[src/met_pkg.sv]
package met_pkg;

   localparam int WORD_W      = 32;
   localparam int WIDE_W      = 64;
   localparam int COORD_W     = 12;
   localparam int STEP_W      = 31;
   localparam int COUNT_W     = 16;
   localparam int PROD_W      = COORD_W + STEP_W;
   localparam int ADDR_W      = 5;
   localparam int QUEUE_DEPTH = 2;
   localparam int QPTR_W      = $clog2(QUEUE_DEPTH);
   localparam int QCNT_W      = $clog2(QUEUE_DEPTH + 1);

   localparam logic [WORD_W-1:0]  RESET_REAL_MIN  = 32'hE000_0000;
   localparam logic [WORD_W-1:0]  RESET_IMAG_MAX  = 32'h1800_0000;
   localparam logic [STEP_W-1:0]  RESET_REAL_STEP = 31'd1048576;
   localparam logic [STEP_W-1:0]  RESET_IMAG_STEP = 31'd1048576;
   localparam logic [COUNT_W-1:0] RESET_MAX_ITER  = 16'd64;
   localparam logic [COUNT_W-1:0] RESET_LIGHT_THR = 16'd63;

   typedef enum logic [2:0] {
      REG_REAL_MIN        = 3'd0,
      REG_IMAG_MAX        = 3'd1,
      REG_REAL_STEP       = 3'd2,
      REG_IMAG_STEP       = 3'd3,
      REG_MAX_ITERATIONS  = 3'd4,
      REG_LIGHT_THRESHOLD = 3'd5
   } met_reg_type;

   typedef enum logic [1:0] {
      BACK_IDLE,
      BACK_RUN,
      BACK_HOLD
   } met_back_state_type;

   typedef struct packed {
      logic signed [WORD_W-1:0] real_min;
      logic signed [WORD_W-1:0] imag_max;
      logic [STEP_W-1:0]        real_step;
      logic [STEP_W-1:0]        imag_step;
      logic [COUNT_W-1:0]       max_iterations;
      logic [COUNT_W-1:0]       light_threshold;
   } met_cfg_type;

   typedef struct packed {
      logic [COORD_W-1:0]       x;
      logic [COORD_W-1:0]       y;
      logic signed [WORD_W-1:0] c_re;
      logic signed [WORD_W-1:0] c_im;
   } met_job_type;

   // clamp a wide two's complement value to the 32-bit word
   function automatic logic [WORD_W-1:0] sat_word(input logic [WIDE_W-1:0] v);
      logic [WORD_W-1:0] r;
      if ((&v[WIDE_W-1:WORD_W-1]) || !(|v[WIDE_W-1:WORD_W-1])) begin
         r = v[WORD_W-1:0];
      end else if (v[WIDE_W-1]) begin
         r = {1'b1, {(WORD_W-1){1'b0}}};
      end else begin
         r = {1'b0, {(WORD_W-1){1'b1}}};
      end
      return r;
   endfunction

endpackage

[src/met_queue.sv]
module met_queue import met_pkg::*; (
   input  logic        clock,
   input  logic        reset,
   input  logic        push_valid,
   input  met_job_type push_job,
   output logic        push_ready,
   output logic        pop_valid,
   output met_job_type pop_job,
   input  logic        pop_ready
);

   met_job_type       slot_ff [QUEUE_DEPTH];
   logic [QPTR_W-1:0] wr_ptr_ff, wr_ptr_in;
   logic [QPTR_W-1:0] rd_ptr_ff, rd_ptr_in;
   logic [QCNT_W-1:0] fill_ff, fill_in;
   logic              do_push, do_pop;

   assign push_ready = (fill_ff != QCNT_W'(QUEUE_DEPTH));
   assign pop_valid  = (fill_ff != '0);
   assign do_push    = push_valid && push_ready;
   assign do_pop     = pop_valid && pop_ready;
   assign pop_job    = slot_ff[rd_ptr_ff];

   always_comb begin
      wr_ptr_in = wr_ptr_ff;
      rd_ptr_in = rd_ptr_ff;
      fill_in   = fill_ff;
      if (do_push) begin
         wr_ptr_in = (wr_ptr_ff == QPTR_W'(QUEUE_DEPTH - 1)) ? '0 : wr_ptr_ff + 1'b1;
      end
      if (do_pop) begin
         rd_ptr_in = (rd_ptr_ff == QPTR_W'(QUEUE_DEPTH - 1)) ? '0 : rd_ptr_ff + 1'b1;
      end
      if (do_push && !do_pop) begin
         fill_in = fill_ff + 1'b1;
      end else if (do_pop && !do_push) begin
         fill_in = fill_ff - 1'b1;
      end
   end

   always_ff @(posedge clock) begin
      if (reset) begin
         wr_ptr_ff <= '0;
         rd_ptr_ff <= '0;
         fill_ff   <= '0;
      end else begin
         wr_ptr_ff <= wr_ptr_in;
         rd_ptr_ff <= rd_ptr_in;
         fill_ff   <= fill_in;
      end
      if (do_push) begin
         slot_ff[wr_ptr_ff] <= push_job;
      end
   end

endmodule

[config.mk]
export PLATFORM = sky130hd
export DESIGN_NAME = met_queue
export DESIGN_NICKNAME = d
export VERILOG_FILES = /design/src/met_pkg.sv /design/src/met_queue.sv
export SDC_FILE = /design/constraint.sdc
export NUM_CORES = 1
export LEC_CHECK = 0
export BUFFER_PORTS_ARGS = -buffer_cell sky130_fd_sc_hd__buf_2
export CAP_MARGIN = 20
export CORE_MARGIN = 3
export CORE_UTILIZATION = 45
export CTS_BUF_LIST = sky130_fd_sc_hd__clkbuf_16
export DETAILED_ROUTE_END_ITERATION = 10
export PLACE_DENSITY = 0.68
export SETUP_SLACK_MARGIN = 0.02
export SYNTH_ARGS = -nofsm -noshare
export SYNTH_HDL_FRONTEND = slang
export SYNTH_SLANG_ARGS = --single-unit
export TNS_END_PERCENT = 30
[constraint.sdc]
create_clock -name clock -period 4 [get_ports clock]
set_input_delay 0.4 -clock clock [delete_from_list [all_inputs] [get_ports clock]]
set_output_delay 0.4 -clock clock [all_outputs]
set_load 0.005 [all_outputs]
# Yosys cells after proc, flatten, opt, wreduce, memory -nomap -nowiden
# Memory sizes are Yosys's and may differ from the RTL's. A register that Yosys moved wholly into a read port is not among the register bits.
# Index checks and enable logic that the tools add are counted.
[word_totals] output_inout_bits=90 mem_count=1 ramBits=176 wordCells=25 register_bits=4 input_bits=92
[classes] muxes=8 n_reduce_logical=8 addsub=4 n_eq_ne=1
[mem_list] name="slot_ff" depth=2 width=88 rd=1 rd_clocked_by_memory_dff=1 wr=1 line_no="met_queue.sv:12" source="met_job_type slot_ff [QUEUE_DEPTH];"
[ops] op="1-bit two-way mux" n=6
[ops] op="1-bit logical AND" n=4
[ops] op="2-bit two-way mux" n=2
[ops] op="2-bit nonzero test" n=2
[ops] op="1-bit adder (second input constant)" n=2
[ops] op="2-bit by 1-bit adder with 2-bit output (second input constant)" n=1
[ops] op="1-bit zero test" n=2
[ops] op="2-bit inequality test (second input constant)" n=1
[ops] op="2-bit by 1-bit subtractor with 2-bit output (second input constant)" n=1

# Longest topological paths before layout
[logic_depth] ltp_word=6 mapped_depth=6 depth_no_buf=6

# Worst setup path before layout
# OpenSTA, ideal clock, no wires.
[synth_path] path_type="register to register" start="register fill_ff[0]" end="memory slot_ff[1][0] (netlist name) (enable)" synth_period_minus_slack_ns=3.147 required_time_ns=3.543 n_path_buf=0 setup_ns=0.457 slack_ns=0.853 path_stages_with_launch=3 arrival_ns=2.691 cell_sequence="dfxtp_1 > nand2b_1 > and3_1"
[synth_via] elab_chain_len=4
[synth_rtl] element="from (decl)" line_no="met_queue.sv:15" source="logic [QCNT_W-1:0] fill_ff, fill_in;"
[synth_rtl] element="from (signal assigned)" line_no="met_queue.sv:49" source="fill_ff <= fill_in;"
[synth_rtl] element="2-bit inequality test" line_no="met_queue.sv:18" source="assign push_ready = (fill_ff != QCNT_W'(QUEUE_DEPTH));"
[synth_rtl] element="via push_ready" line_no="met_queue.sv:6" source="output logic push_ready,"
[synth_rtl] element="1-bit logical AND" line_no="met_queue.sv:20" source="assign do_push = push_valid && push_ready;"
[synth_rtl] element="1-bit two-way mux" line_no="met_queue.sv:51" source="if (do_push) begin"
[synth_rtl] element="1-bit two-way mux (not written as such)" line_no="met_queue.sv:52" source="slot_ff[wr_ptr_ff] <= push_job;"
[synth_rtl] element="to (decl)" line_no="met_queue.sv:12"
# The timed path passes the listed nets, and every way through them passes these cells.

==> results.txt <==
crit path capture type: output port
EDFF count, synth: 176
NumNets Final: 586
Syn Area/Cell: 22.3 um^2
initial detailed-routing violation count: 189
initial antenna violation count: 2
CP Launch Type: flop
Die X: 128 um
reg2reg end: slot_ff[0][30]$_DFFE_PP_
Worst Setup Path Type: reg -> out
hold path cells: 1
arrival time at the worst endpoint: 2.07 ns
Post-CTS Setup Inserts: 0
mapped cell area: 6650 um^2
CP bufs+invs: 2
final clock skew: 0.00808 ns
hpwl dp: 8.16 mm
fin cells: 686
worst-margin pin slew: 0.706 ns
slowest cell delay on critical path: 0.73 ns
n_diodes: 0
crit path max-delay cell type: dfxtp_4
CTS sink cnt: 181
final WL: 12.1 mm
Initial Utilization: 47.0%
Die ar.: 16300 um^2
GRT Total Usage: 15.2%
min Tclk post-route: 2.47 ns
layout cells sized above 1: 60.7%
peak supply drop: 0.406 mV
Final TNS setup: 0 ns
DRC errors left: 0
async set or reset register ratio after synthesis: 0%
placed insts: 654
# IOs: 182
post-route ant nets: 0
Finished Core Util: 58.7%
Leak: 3.15 nW
first-pass GRT wire length: 18.5 mm
worst skew pair latency: 0.42 ns
Slew headroom: 52.9%
CTS tree: yes
RSZ-0062 raised after global routing: no
Power Density: 612 nW/um^2
CP top delay family: flip-flops
status: finished, final reports clean
pin count of the biggest net entering global routing: 49
Num CTS Buffers: 17
FF+latch count, synth: 181
WHS: 0.163 ns
fin crit share: 61.8%
Cells after Synth: 298
post-synth cell types: 19
fmax: 0.405 GHz
vias per cell: 4.87
most common flop cell mapped by yosys: edfxtp_1
Clock Path Buffers: 2
grt total ovfl: 0
Worst Hold End: slot_ff[0][8]$_DFFE_PP_
Yosys warning count: 0
crit-path cells: buf_12, mux2_2, buf_2
Worst Hold Class: in -> reg
drt wl/cell: 17.7 um
Setup Viol. Count Final: 0
CP Max Fanout: 48
hold buffers post-CTS: 0
worst reg2reg path startpoint: fill_ff[0]$_SDFFE_PP0P_
vias post-DR: 3341
commonest non-fill, non-tap cells in the layout: buf_2 (181), edfxtp_1 (176), mux2_2 (68), mux2_4 (20), clkbuf_16 (17)
H-tree depth: 4
TritonRoute pass-1 iters: 5
Root Buffer: clkbuf_16
fin. max-slew vios: 0
Buffers on Ports: 181
# fillers: 1086
FF-to-FF setup slack: 1.88 ns
Worst-path clk slew: 0.07 ns
core area: 14100 um^2
R2R cell count: 4
Final Hold Fails: 0
Die Ht: 128 um
vias in the first global route: 3703
Resize count post-CTS: 0
area added between synthesis and finish: 25.0%
Post-Synthesis Net Count: 391
Max Cap Viol: 0
GPL Wtd Cong: 0.724
commonest non-fill, non-tap cell in the layout: buf_2
CP Data Required Time: 3.60 ns
Hold Crit Start: push_job[8]
std cell rows: 43
Seq/Total Area, Yosys: 81.0%
## per-layer routing
layer	GRT usage (%)	part of all wire, %	wire length, um	vias up
met1	17.9	40	4890	1625
met3	7.36	10	1220	15
met5	0	0.17	21	-
li1	-	-	-	1570
met2	24.1	48	5850	127
met4	5.87	1.3	155	4
## power by group
| part | total, mW | switching [mW] | leakage [nW] | internal, mW |
|---|---|---|---|---|
| Combinational | 1.09 | 0.493 | 1.19 | 0.597 |
| Clock | 1.51 | 0.657 | 0.274 | 0.848 |
| Sequential | 2.49 | 0.119 | 1.69 | 2.37 |
## how the worst max path moves through the flow
stage | start | to | cells after the start
after global placement | fill_ff[0]$_SDFFE_PP0P_ | slot_ff[0][4]$_DFFE_PP_ | 4
final | flop | pop_job[77] | 3
after floorplan | fill_ff[0]$_SDFFE_PP0P_ | slot_ff[1][0]$_DFFE_PP_ | 2
after global routing | flop | pop_job[77] | 3
after detailed placement | fill_ff[0]$_SDFFE_PP0P_ | slot_ff[0][30]$_DFFE_PP_ | 4
after CTS | flop | pop_job[77] | 3
## layout make-up
class                      count  area (um^2)  share of cell area [%]
multi-input combinational    106         1190                    14.3
sequential                   181         5390                    64.9
inverter                       1         5.00                  0.0602
timing repair buffer         186          956                    11.5
clock inverter                15          118                    1.42
tap                          180          225                    2.71
clock buffer                  17          425                    5.12
## flip-flops by register name, indices dropped and copies added (netlist names), named ones only
| name | flops |
|---|---|
| rd_ptr_ff | 1 |
| slot_ff | 176 |
| fill_ff | 2 |
| wr_ptr_ff | 1 |
## cells in the mapped netlist (2+ instances only)
master,count,area share [%]
nor2_1,3,0.17
mux2_4,20,4.5
mux2_2,68,12
o21ai_0,2,0.15
dfxtp_1,5,1.5
buf_2,6,0.45
a21oi_1,2,0.15
xor2_1,3,0.40
buf_6,4,0.68
edfxtp_1,176,79
## metrics by stage
stage / worst slack, ns / cell area (um^2) / power, mW
floorplan: 0.853 / 6650 / 3.19
global placement: 1.93 / 7760 / 3.62
detailed placement: 1.85 / 7760 / 3.65
CTS: 1.47 / 8310 / 5.17
global route: 1.42 / 8310 / 5.35
finish: 1.53 / 8310 / 5.09
## cell families after synthesis
logic type,count (synthesis),synth area share [%]
xor+xnor,3,0.395
fa+ha+maj,1,0.188
mux,88,16.0
compound gates,5,0.452
simple gates,9,0.753
buf+inv,11,1.19
flops,181,81.0
Power figures use the tool's default switching activity.
